<file path="config.mk">
export PLATFORM = sky130hd
export DESIGN_NAME = radix_digit_converter_core
export DESIGN_NICKNAME = d
export VERILOG_FILES = /design/src/rtl/core/rdc_pkg.sv /design/src/rtl/core/rdc_ctrl.sv /design/src/rtl/core/rdc_datapath.sv /design/src/rtl/core/radix_digit_converter_core.sv
export SDC_FILE = /design/constraint.sdc
export NUM_CORES = 1
export LEC_CHECK = 0
export BUFFER_PORTS_ARGS = -buffer_cell sky130_fd_sc_hd__buf_2
export CAP_MARGIN = 15
export CORE_MARGIN = 5
export CORE_UTILIZATION = 60
export CTS_CLUSTER_SIZE = 8
export DETAILED_ROUTE_END_ITERATION = 7
export PLACE_DENSITY = 0.81
export SLEW_MARGIN = 0
export SYNTH_ARGS = -nofsm -noshare
export SYNTH_HDL_FRONTEND = slang
export SYNTH_SLANG_ARGS = --single-unit
</file>
<file path="constraint.sdc">
create_clock -name clk -period 15.7 [get_ports clk]
set_input_delay 0 -clock clk [delete_from_list [all_inputs] [get_ports clk]]
set_output_delay 0 -clock clk [all_outputs]
set_load 0.05 [all_outputs]
</file>
<file path="src/rtl/core/rdc_pkg.sv">
// ----------------------------------------------------------------------------
// rdc_pkg
// Types and constants shared by the radix digit converter modules.
// ----------------------------------------------------------------------------
package rdc_pkg;

	localparam int RADIX_W       = 4;
	localparam int DIGIT_W       = 4;
	localparam int BITS_PER_STEP = 8;

	localparam logic [RADIX_W-1:0] RADIX_RESET = 4'd8;
	localparam logic [RADIX_W-1:0] RADIX_MIN   = 4'd2;
	localparam logic [RADIX_W-1:0] RADIX_MAX   = 4'd9;

	typedef enum logic [1:0] {
		ST_IDLE,
		ST_DIV,
		ST_EMIT_RD,
		ST_EMIT_WR
	} rdc_state_t;

	typedef struct packed {
		logic load;
		logic step;
		logic rd;
		logic emit;
	} rdc_cmd_t;

	typedef struct packed {
		logic step_last;
		logic div_end;
		logic idx_zero;
		logic out_free;
	} rdc_status_t;

	function automatic logic [RADIX_W-1:0] sat_radix(input logic [RADIX_W-1:0] r);
		logic [RADIX_W-1:0] res;
		res = r;
		if (r < RADIX_MIN) begin
			res = RADIX_MIN;
		end else if (r > RADIX_MAX) begin
			res = RADIX_MAX;
		end
		return res;
	endfunction

endpackage

</file>
<file path="src/rtl/core/rdc_ctrl.sv">
// ----------------------------------------------------------------------------
// rdc_ctrl
// Sequencer: accepts a value, runs the division passes, then reads the digit
// buffer back most significant first into the output register.
// ----------------------------------------------------------------------------
module rdc_ctrl
	import rdc_pkg::*;
(
	input  logic        clk,
	input  logic        arst_n,
	input  logic        in_valid,
	output logic        busy,
	input  rdc_status_t status,
	output rdc_cmd_t    cmd
);

	rdc_state_t state_q;
	rdc_state_t state_d;

	always_ff @(posedge clk or negedge arst_n) begin
		if (!arst_n) begin
			state_q <= ST_IDLE;
		end else begin
			state_q <= state_d;
		end
	end

	always_comb begin
		state_d = state_q;
		case (state_q)
			ST_IDLE: begin
				if (in_valid) state_d = ST_DIV;
			end
			ST_DIV: begin
				if (status.div_end) state_d = ST_EMIT_RD;
			end
			ST_EMIT_RD: begin
				state_d = ST_EMIT_WR;
			end
			ST_EMIT_WR: begin
				if (status.out_free) begin
					state_d = status.idx_zero ? ST_IDLE : ST_EMIT_RD;
				end
			end
			default: begin
				state_d = ST_IDLE;
			end
		endcase
	end

	always_comb begin
		cmd  = '0;
		busy = 1'b1;
		case (state_q)
			ST_IDLE: begin
				busy     = 1'b0;
				cmd.load = in_valid;
			end
			ST_DIV: begin
				cmd.step = 1'b1;
			end
			ST_EMIT_RD: begin
				cmd.rd = 1'b1;
			end
			ST_EMIT_WR: begin
				cmd.emit = status.out_free;
			end
			default: begin
				busy = 1'b1;
			end
		endcase
	end

endmodule

</file>
<file path="src/rtl/core/rdc_datapath.sv">
// ----------------------------------------------------------------------------
// rdc_datapath
// Radix register, restoring divider (several quotient bits per cycle),
// digit buffer and output register.
// ----------------------------------------------------------------------------
module rdc_datapath
	import rdc_pkg::*;
#(
	parameter int VALUE_WIDTH = 31,
	parameter int DIGIT_SLOTS = 31
) (
	input  logic                   clk,
	input  logic                   arst_n,
	input  logic                   cfg_we,
	input  logic [RADIX_W-1:0]     cfg_data,
	input  logic [VALUE_WIDTH-1:0] value,
	input  rdc_cmd_t               cmd,
	output rdc_status_t            status,
	input  logic                   out_stall,
	output logic                   out_valid,
	output logic [DIGIT_W-1:0]     digit,
	output logic                   last_digit
);

	localparam int STEPS = (VALUE_WIDTH + BITS_PER_STEP - 1) / BITS_PER_STEP;
	localparam int PW    = STEPS * BITS_PER_STEP;
	localparam int SCW   = (STEPS > 1) ? $clog2(STEPS) : 1;
	localparam int CW    = $clog2(DIGIT_SLOTS + 1);
	localparam int AW    = $clog2(DIGIT_SLOTS);

	logic [RADIX_W-1:0] radix_q;
	logic [PW-1:0]      work_q;
	logic [PW-1:0]      work_d;
	logic [DIGIT_W-1:0] rem_q;
	logic [DIGIT_W-1:0] rem_d;
	logic [SCW-1:0]     step_q;
	logic [CW-1:0]      count_q;
	logic [AW-1:0]      idx_q;
	logic [DIGIT_W-1:0] mem [DIGIT_SLOTS];
	logic [DIGIT_W-1:0] rdata_q;
	logic               out_valid_q;
	logic [DIGIT_W-1:0] digit_q;
	logic               last_q;

	always_ff @(posedge clk or negedge arst_n) begin
		if (!arst_n) begin
			radix_q <= RADIX_RESET;
		end else if (cfg_we) begin
			radix_q <= sat_radix(cfg_data);
		end
	end

	// bit-serial restoring division, BITS_PER_STEP quotient bits per cycle
	always_comb begin
		logic [PW-1:0]      w;
		logic [DIGIT_W-1:0] r;
		logic [DIGIT_W:0]   t;
		w = work_q;
		r = rem_q;
		t = '0;
		for (int i = 0; i < BITS_PER_STEP; i++) begin
			t = {r, w[PW-1]};
			w = {w[PW-2:0], 1'b0};
			if (t >= {1'b0, radix_q}) begin
				t    = t - {1'b0, radix_q};
				w[0] = 1'b1;
			end
			r = t[DIGIT_W-1:0];
		end
		work_d = w;
		rem_d  = r;
	end

	assign status.step_last = (step_q == SCW'(STEPS - 1));
	assign status.div_end   = status.step_last &&
		((work_d == '0) || (count_q == CW'(DIGIT_SLOTS - 1)));
	assign status.idx_zero  = (idx_q == '0);
	assign status.out_free  = !out_valid_q || !out_stall;

	always_ff @(posedge clk or negedge arst_n) begin
		if (!arst_n) begin
			step_q  <= '0;
			count_q <= '0;
			idx_q   <= '0;
		end else if (cmd.load) begin
			step_q  <= '0;
			count_q <= '0;
		end else if (cmd.step) begin
			if (status.step_last) begin
				step_q  <= '0;
				count_q <= count_q + 1'b1;
				idx_q   <= count_q[AW-1:0];
			end else begin
				step_q <= step_q + 1'b1;
			end
		end else if (cmd.emit) begin
			idx_q <= idx_q - 1'b1;
		end
	end

	always_ff @(posedge clk) begin
		if (cmd.load) begin
			work_q <= PW'(value);
			rem_q  <= '0;
		end else if (cmd.step) begin
			work_q <= work_d;
			rem_q  <= status.step_last ? '0 : rem_d;
		end
	end

	always_ff @(posedge clk) begin
		if (cmd.step && status.step_last) begin
			mem[count_q[AW-1:0]] <= rem_d;
		end
		if (cmd.rd) begin
			rdata_q <= mem[idx_q];
		end
	end

	always_ff @(posedge clk or negedge arst_n) begin
		if (!arst_n) begin
			out_valid_q <= 1'b0;
		end else if (cmd.emit) begin
			out_valid_q <= 1'b1;
		end else if (!out_stall) begin
			out_valid_q <= 1'b0;
		end
	end

	always_ff @(posedge clk) begin
		if (cmd.emit) begin
			digit_q <= rdata_q;
			last_q  <= status.idx_zero;
		end
	end

	assign out_valid  = out_valid_q;
	assign digit      = digit_q;
	assign last_digit = last_q;

`ifndef SYNTHESIS
	a_digit_below_radix: assert property (@(posedge clk) disable iff (!arst_n)
		out_valid_q |-> (digit_q < radix_q))
		else $error("digit not below radix");

	a_count_bounded: assert property (@(posedge clk) disable iff (!arst_n)
		count_q <= CW'(DIGIT_SLOTS))
		else $error("digit count beyond buffer");

	a_emit_when_free: assert property (@(posedge clk) disable iff (!arst_n)
		cmd.emit |-> (!out_valid_q || !out_stall))
		else $error("output register overwritten");
`endif

endmodule

</file>
<file path="src/rtl/core/radix_digit_converter_core.sv">
// ----------------------------------------------------------------------------
// radix_digit_converter_core
// Converts each value to the configured radix (2..9) by repeated division and
// emits the digits most significant first, flagging the final digit.
// ----------------------------------------------------------------------------
// Sequence: the value is accepted, then the division passes run (8 quotient
//   bits per cycle in the shared divider), then each digit is read back from
//   the digit buffer by a read state, then a write state to the output register.
// Input: a new value is accepted only after the last digit of the previous
//   one has been emitted; output stall holds back the read-back.
// Reset: control state cleared, radix returns to 8; no clearing pass.
module radix_digit_converter_core
	import rdc_pkg::*;
#(
	parameter int VALUE_WIDTH = 31,
	parameter int DIGIT_SLOTS = 31
) (
	input  logic                   clk,
	input  logic                   arst_n,
	input  logic                   cfg_valid,
	output logic                   cfg_ready,
	input  logic [RADIX_W-1:0]     cfg_data,
	input  logic                   in_valid,
	output logic                   in_stall,
	input  logic [VALUE_WIDTH-1:0] value,
	output logic                   out_valid,
	input  logic                   out_stall,
	output logic [DIGIT_W-1:0]     digit,
	output logic                   last_digit
);

	rdc_cmd_t    cmd;
	rdc_status_t status;
	logic        busy;

	assign cfg_ready = 1'b1;
	assign in_stall  = busy;

	rdc_ctrl u_ctrl (
		.clk      (clk),
		.arst_n   (arst_n),
		.in_valid (in_valid),
		.busy     (busy),
		.status   (status),
		.cmd      (cmd)
	);

	rdc_datapath #(
		.VALUE_WIDTH (VALUE_WIDTH),
		.DIGIT_SLOTS (DIGIT_SLOTS)
	) u_datapath (
		.clk        (clk),
		.arst_n     (arst_n),
		.cfg_we     (cfg_valid && cfg_ready),
		.cfg_data   (cfg_data),
		.value      (value),
		.cmd        (cmd),
		.status     (status),
		.out_stall  (out_stall),
		.out_valid  (out_valid),
		.digit      (digit),
		.last_digit (last_digit)
	);

endmodule
</file>
==> reports/metrics.cfg, run 1 <==
[timing]
drv_slew = 0
fin_crit_sh = 0.930
tns_ps = 0
worst_slew_pin_slew_ps = 858
setup-violations-final = 0
hold_viol_final = 0
fmax_mhz = 68.5
maxSlewHeadroom = 0.428
grt_setup_unrepaired = false
fin_crit_ps = 14600
skew_ps = 9.54

[drt]
routed.top_layer = met4
vias = 6357
drc = 0
wl_met3_microns = 1390
ant_nets = 0
wl_microns = 22700
met2_length_microns = 11500
dr.first_iter.drc_count = 619
met1Wirelength_microns = 9230
vias_per_cell = 6.08
avgRoutedWirePerCell_microns = 21.7
drt_pass1_iterations = 5

[grt]
grt_start_max_net_pins = 39
antenna_found_initial = 0
grt_pass1_wl_microns = 35300
grt_usage = 0.255
overflow = 0
grt_pass1_vias = 6504

[yosys]
syn-num-nets = 818
synthTopCellsByCount = 164 x edfxtp_1, 110 x nand2_1, 75 x nor2_1
syn_area_sq_um = 9480
synth_top_area_cell = edfxtp_1
yosys_warnings = 0
synthCells = 730
ys.flop_type = edfxtp_1
seq_area_frac_synth = 0.580
yosysMostFrequentCell = edfxtp_1
synth_edf_count = 164
yosys.area.top_type_share = 0.519
synth-seq-cells = 188
syn_area_per_cell_sq_um = 13.0
async_reset_ff_frac = 0.101
yosys-top-cells-area = edfxtp_1 52%, mux4_2 8.5%, ha_1 5.3%
synth_cell_types = 67

[floorplan]
die_height_microns = 136
row_count = 46
start_util = 0.604
core_sq_um = 15700
fp.dieW_microns = 136
io_pins = 48
die_area_sq_um = 18400

[placed_design]
place_congestion = 0.950
dp_hpwl_microns = 14900
io_buffers = 46

[clocking]
clkLatencyLatePin_ps = 440
cts_buffer_depth = 2
htree_levels = 4
clk_pin_slew_ps = 70
cts.sinks = 188
cts-root-buf = clkbuf_16
cts_tree = built
numCtsBuffers = 17

[finish]
fill_cells = 1030
seqCellArea_sq_um = 5510
layout-drive-gt1-share = 0.187
multi_input_area_sq_um = 3760
utilization = 0.698
synthToLayoutAreaGrowth_pct = 15.6
n_antenna_cell = 0
final_net_count = 905

[hold_path]
min_path_type = in2async

[setup_path]
worst_ep_required_time_ps = 16080
crit_type = reg2reg
endpoint_kind = flop
critPathMaxFanout = 32
worstSetupStartpointType = flop
slowest_delay_ps = 570
cp_slowest_cell = dfrtp_2
worstPathArrival_ps = 14980

[run_status]
outcome = finished clean

[job]
drv_cap = 0

worst paths after layout:
kind / start / endpoint / slack (ps) / depth (start not counted)
max: u_datapath.radix_q[1] / u_datapath.rem_q[1] / 1100 / 61
min: arst_n / u_datapath.radix_q[0] / 50 / 2
max reg2reg: u_datapath.radix_q[1] / u_datapath.rem_q[1] / 1100 / 61
min reg2reg: u_datapath.rdata_q[3] / u_datapath.digit[3] / 420 / 0
max in group asynchronous: arst_n / u_datapath.radix_q[3] / 15330 / 2
min in group clk: value[26] / u_datapath.work_q[26] / 370 / 4
cell type report:
type / count / share of cell area
repair buffers: 96 / 0.0669
clock buffers: 18 / 0.0392
inverters: 33 / 0.0113
clock inverters: 13 / 0.0129
well taps: 216 / 0.0247
multi-input cells: 481 / 0.343
flip-flops and latches: 188 / 0.502
cell usage in the layout (no fill, tap or decap), types with 3 or more instances in the layout:
| cell | netlist | layout |
|---|---|---|
| or2_2 | 3 | 3 |
| buf_2 | 0 | 46 |
| clkbuf_16 | 0 | 17 |
| nor3_1 | 6 | 6 |
| nand2_1 | 110 | 110 |
| dfxtp_1 | 5 | 5 |
| edfxtp_1 | 164 | 164 |
| ha_1 | 40 | 40 |
| a31oi_1 | 3 | 3 |
| nor2_1 | 75 | 75 |
| dfrtp_1 | 18 | 15 |
| nand3b_1 | 3 | 3 |
| a21oi_1 | 26 | 25 |
| dfrtp_2 | 0 | 3 |
| a22o_1 | 6 | 6 |
| nand3_1 | 7 | 7 |
| dlygate4sd3_1 | 0 | 43 |
| fa_1 | 8 | 8 |
| nand2b_1 | 11 | 11 |
| mux2i_1 | 12 | 10 |
| mux4_2 | 36 | 36 |
| o21a_1 | 4 | 4 |
| a21o_1 | 6 | 6 |
| buf_4 | 2 | 6 |
| o21ai_0 | 32 | 30 |
| a31o_2 | 3 | 3 |
| nand4_1 | 4 | 4 |
| nor2b_1 | 7 | 7 |
| inv_1 | 33 | 33 |
| o21ai_1 | 1 | 3 |
| and3_1 | 4 | 4 |
| mux2_2 | 10 | 10 |
| xor2_1 | 10 | 10 |
| xnor2_1 | 6 | 6 |
| and2_1 | 4 | 4 |
| nor4_1 | 5 | 5 |
critical path, delay by kind of cell, from the launching register on:
family / cells / cell delay [ps]
AND/OR/NAND/NOR: 12 / 2280
flip-flops: 1 / 570
multiplexers: 4 / 1330
adder cells (fa/ha/maj): 8 / 2320
AO/OA/AOI/OAI: 31 / 7070
buffers and inverters: 6 / 980
per-stage QoR:
stage | hold WS, ps | setup WS (ps) | std cells | area (sq um)
final | 46.2 | 1100 | 1045 | 11000
after global routing | 99.9 | 120 | 1045 | 11000
after CTS | 50.8 | 250 | 1044 | 10900
after detailed placement | -33.4 | 350 | 970 | 9920
after global placement | -47.1 | 1310 | 970 | 9920
after floorplan | -296 | 1960 | 730 | 9480
state kept, by name, summed over array words and instances, names as in the netlist:
signal and flops:
u_datapath.mem 124, u_datapath.last_digit 1, u_datapath.rdata_q 4, u_datapath.rem_q 4, u_datapath.digit 4, u_datapath.out_valid 1, u_datapath.radix_q 4, u_ctrl.state_q 2
u_datapath.idx_q 5, u_datapath.step_q 2, u_datapath.count_q 5, u_datapath.work_q 32
logic make-up after synthesis:
kind of cell | count (synthesis) | share of synthesized area
xor gates and xnor gates | 16 | 0.0148
adders and majority gates | 48 | 0.0697
other | 1 | 0.000395
AOI/OAI and AO/OA | 105 | 0.0748
DFF | 188 | 0.580
buffers and inverters | 61 | 0.0257
muxes | 62 | 0.118
and+or+nand+nor | 249 | 0.117
layer usage:
layer,up-vias,track usage
met1,3165,0.339
met4,0,0.0845
met2,281,0.430
met3,43,0.0442
met5,-,0
li1,2868,-
timing repair:
action                                  CTS  global route
gates resized for setup                   0             5
endpoints found under the setup margin    0           131
hold buffers                             43             0
setup buffers                             0             0
endpoints found under the hold margin    57             0
Power of run 1 is not shown: default switching activity piles up to over one toggle a cycle in this logic, so the estimate is an artifact.
==> inputs of run 2 (changes only) <==
--- a/config.mk
+++ b/config.mk
@@ -5,12 +5,13 @@
 export SDC_FILE = /design/constraint.sdc
 export NUM_CORES = 1
 export LEC_CHECK = 0
+export ABC_AREA = 1
 export BUFFER_PORTS_ARGS = -buffer_cell sky130_fd_sc_hd__buf_2
-export CAP_MARGIN = 15
 export CORE_MARGIN = 5
 export CORE_UTILIZATION = 60
 export CTS_CLUSTER_SIZE = 8
 export DETAILED_ROUTE_END_ITERATION = 7
+export HOLD_SLACK_MARGIN = 0.06
 export PLACE_DENSITY = 0.81
 export SLEW_MARGIN = 0
 export SYNTH_ARGS = -nofsm -noshare
==> run 2 against run 1 <==
Effect of this change: non-clock buffer count shrank 6; first-iteration DRC count grew 15%; worst setup slack gained 1600 ps; count of clock-buffer cells in the layout grew 1; design area grew 0.47%; area after synthesis grew 1.6%; register-to-register slack gained 1600 ps; critical endpoint is now u_datapath.mem[26][0]; hold slack gained 43 ps; clock skew is essentially flat; via count grew 13%; final cell count grew 22%; global-route usage shrank 0.51 points; highest routed layer unchanged.
==> reports/metrics.cfg, run 2 <==
[yosys]
syn_area_sq_um = 9640
ys.flop_type = edfxtp_1
seq_area_frac_synth = 0.571
synth_edf_count = 164
synth_cell_types = 47
syn-num-nets = 1056
syn_area_per_cell_sq_um = 9.96
yosys.area.top_type_share = 0.511
synthCells = 968
yosysMostFrequentCell = nand2_1
yosys_warnings = 0
synth_top_area_cell = edfxtp_1
async_reset_ff_frac = 0.101
yosys-top-cells-area = edfxtp_1 51%, nand2_1 6.8%, ha_1 5.2%
synthTopCellsByCount = 174 x nand2_1, 164 x edfxtp_1, 125 x nor2_1
synth-seq-cells = 188

[grt]
overflow = 0
grt_usage = 0.250
grt_pass1_wl_microns = 35400
grt_pass1_vias = 7056
grt_start_max_net_pins = 65
antenna_found_initial = 0

[timing]
hold_viol_final = 0
fin_crit_sh = 0.828
setup-violations-final = 0
fin_ws_ps = 2700
skew_ps = 9.10
drv_slew = 0
grt_setup_unrepaired = false
fin_crit_ps = 13000
fmax_mhz = 76.9
worst_slew_pin_slew_ps = 1140
maxSlewHeadroom = 0.237
tns_ps = 0

[placed_design]
io_buffers = 46
place_congestion = 0.984
post-place-ws_ps = 2880
dp_hpwl_microns = 14500
place_inst = 1198

[floorplan]
die_area_sq_um = 18700
fp.dieW_microns = 137
die_height_microns = 137
io_pins = 48
core_sq_um = 15800
start_util = 0.609
row_count = 46

[drt]
wl_microns = 22200
routed.top_layer = met4
avgRoutedWirePerCell_microns = 17.5
drc = 0
vias = 7157
met2_length_microns = 11300
wl_met3_microns = 1430
ant_nets = 0
drt_pass1_iterations = 5
met1Wirelength_microns = 8730
vias_per_cell = 5.63
dr.first_iter.drc_count = 709

[setup_path]
worst_ep_required_time_ps = 15780
r2r_cells = 72
crit_start = u_datapath.radix_q[1]
rr_endpoint = u_datapath.mem[26][0]
worstPathArrival_ps = 13080
rrSetupSlack_ps = 2700
worstSetupStartpointType = flop
slowest_delay_ps = 850
endpoint_kind = flop
critPathMaxFanout = 31
cp_slowest_cell = o21a_1
cp_common_cell = nand2_1
reg2reg_from = u_datapath.radix_q[1]
crit_type = reg2reg

[finish]
largest_reg_flops = 124
finalNonFillerCells = 1271
final_cell_mix = 174 x nand2_1, 164 x edfxtp_1, 124 x nor2_1
layout-drive-gt1-share = 0.105
synthToLayoutAreaGrowth_pct = 14.3
layout_commonest_cell = nand2_1
final_net_count = 1130
n_antenna_cell = 0

[clocking]
cts_buffer_depth = 2
cts-root-buf = clkbuf_16
clkLatencyLatePin_ps = 430
numCtsBuffers = 17
htree_levels = 4
cts.sinks = 188
cts_resized = 0
clk_pin_slew_ps = 70
cts_tree = built

[hold_path]
min_path_type = in2async

[job]
drv_cap = 0

[run_status]
outcome = finished clean

## run 2: layout make-up
type | instances | area [sq um]
clock buffers | 19 | 433
clock inverters | 13 | 140
fillers | 1150 | 4820
inverters | 102 | 385
multi-input cells | 643 | 3620
flip-flops and latches | 188 | 5500
well taps | 216 | 270
repair buffers | 90 | 663
## run 2: timing repair
| action | 4_1_cts | 5_1_grt |
|---|---|---|
| hold endpoints to repair | 57 | 0 |
| endpoints found under the setup margin | 0 | 0 |
| setup buffers | 0 | 0 |
| hold buffers | 41 | 0 |
## run 2: how the worst max path moves through the flow
stage                            end  slack [ps]  depth (start not counted)
3_3_place_gp   u_datapath.mem[24][1]        3580                         72
5_1_grt         u_datapath.mem[7][0]        1390                         73
2_1_floorplan   u_datapath.mem[0][3]        4650                         72
6_report       u_datapath.mem[26][0]        2700                         72
3_5_place_dp   u_datapath.mem[26][0]        2880                         72
4_1_cts        u_datapath.mem[26][0]        2820                         72
## run 2: kinds of logic after synthesis
| logic type | after synthesis | synth area share |
|---|---|---|
| buf+inv | 137 | 0.0540 |
| xor+xnor | 11 | 0.0100 |
| flops | 188 | 0.571 |
| other cells | 1 | 0.000389 |
| simple gates | 394 | 0.186 |
| fa+ha+maj | 48 | 0.0685 |
| compound gates | 189 | 0.110 |
## run 2: per-layer routing
metal / vias up / GRT usage
met5: - / 0
li1: 3494 / -
met2: 290 / 0.432
met3: 63 / 0.0489
met4: 0 / 0.108
met1: 3310 / 0.305
## run 2: critical path: cells and delay by family, from the launching register on
family / cells / cell delay (ps)
DFF: 1 / 650
adders and majority gates: 8 / 2530
buffers and inverters: 12 / 1280
and+or+nand+nor: 35 / 4820
AOI/OAI and AO/OA: 17 / 3310
## run 2: through the flow
step	utilization	hold WS (ps)	cell area, sq um
after floorplan	-	-296	9640
after global placement	0.634	3.80	10000
after detailed placement	0.634	12.7	10000
after CTS	0.696	84.6	11000
after global routing	0.696	122	11000
final	0.696	89.0	11000
Power of run 2 is left out for the same reason.
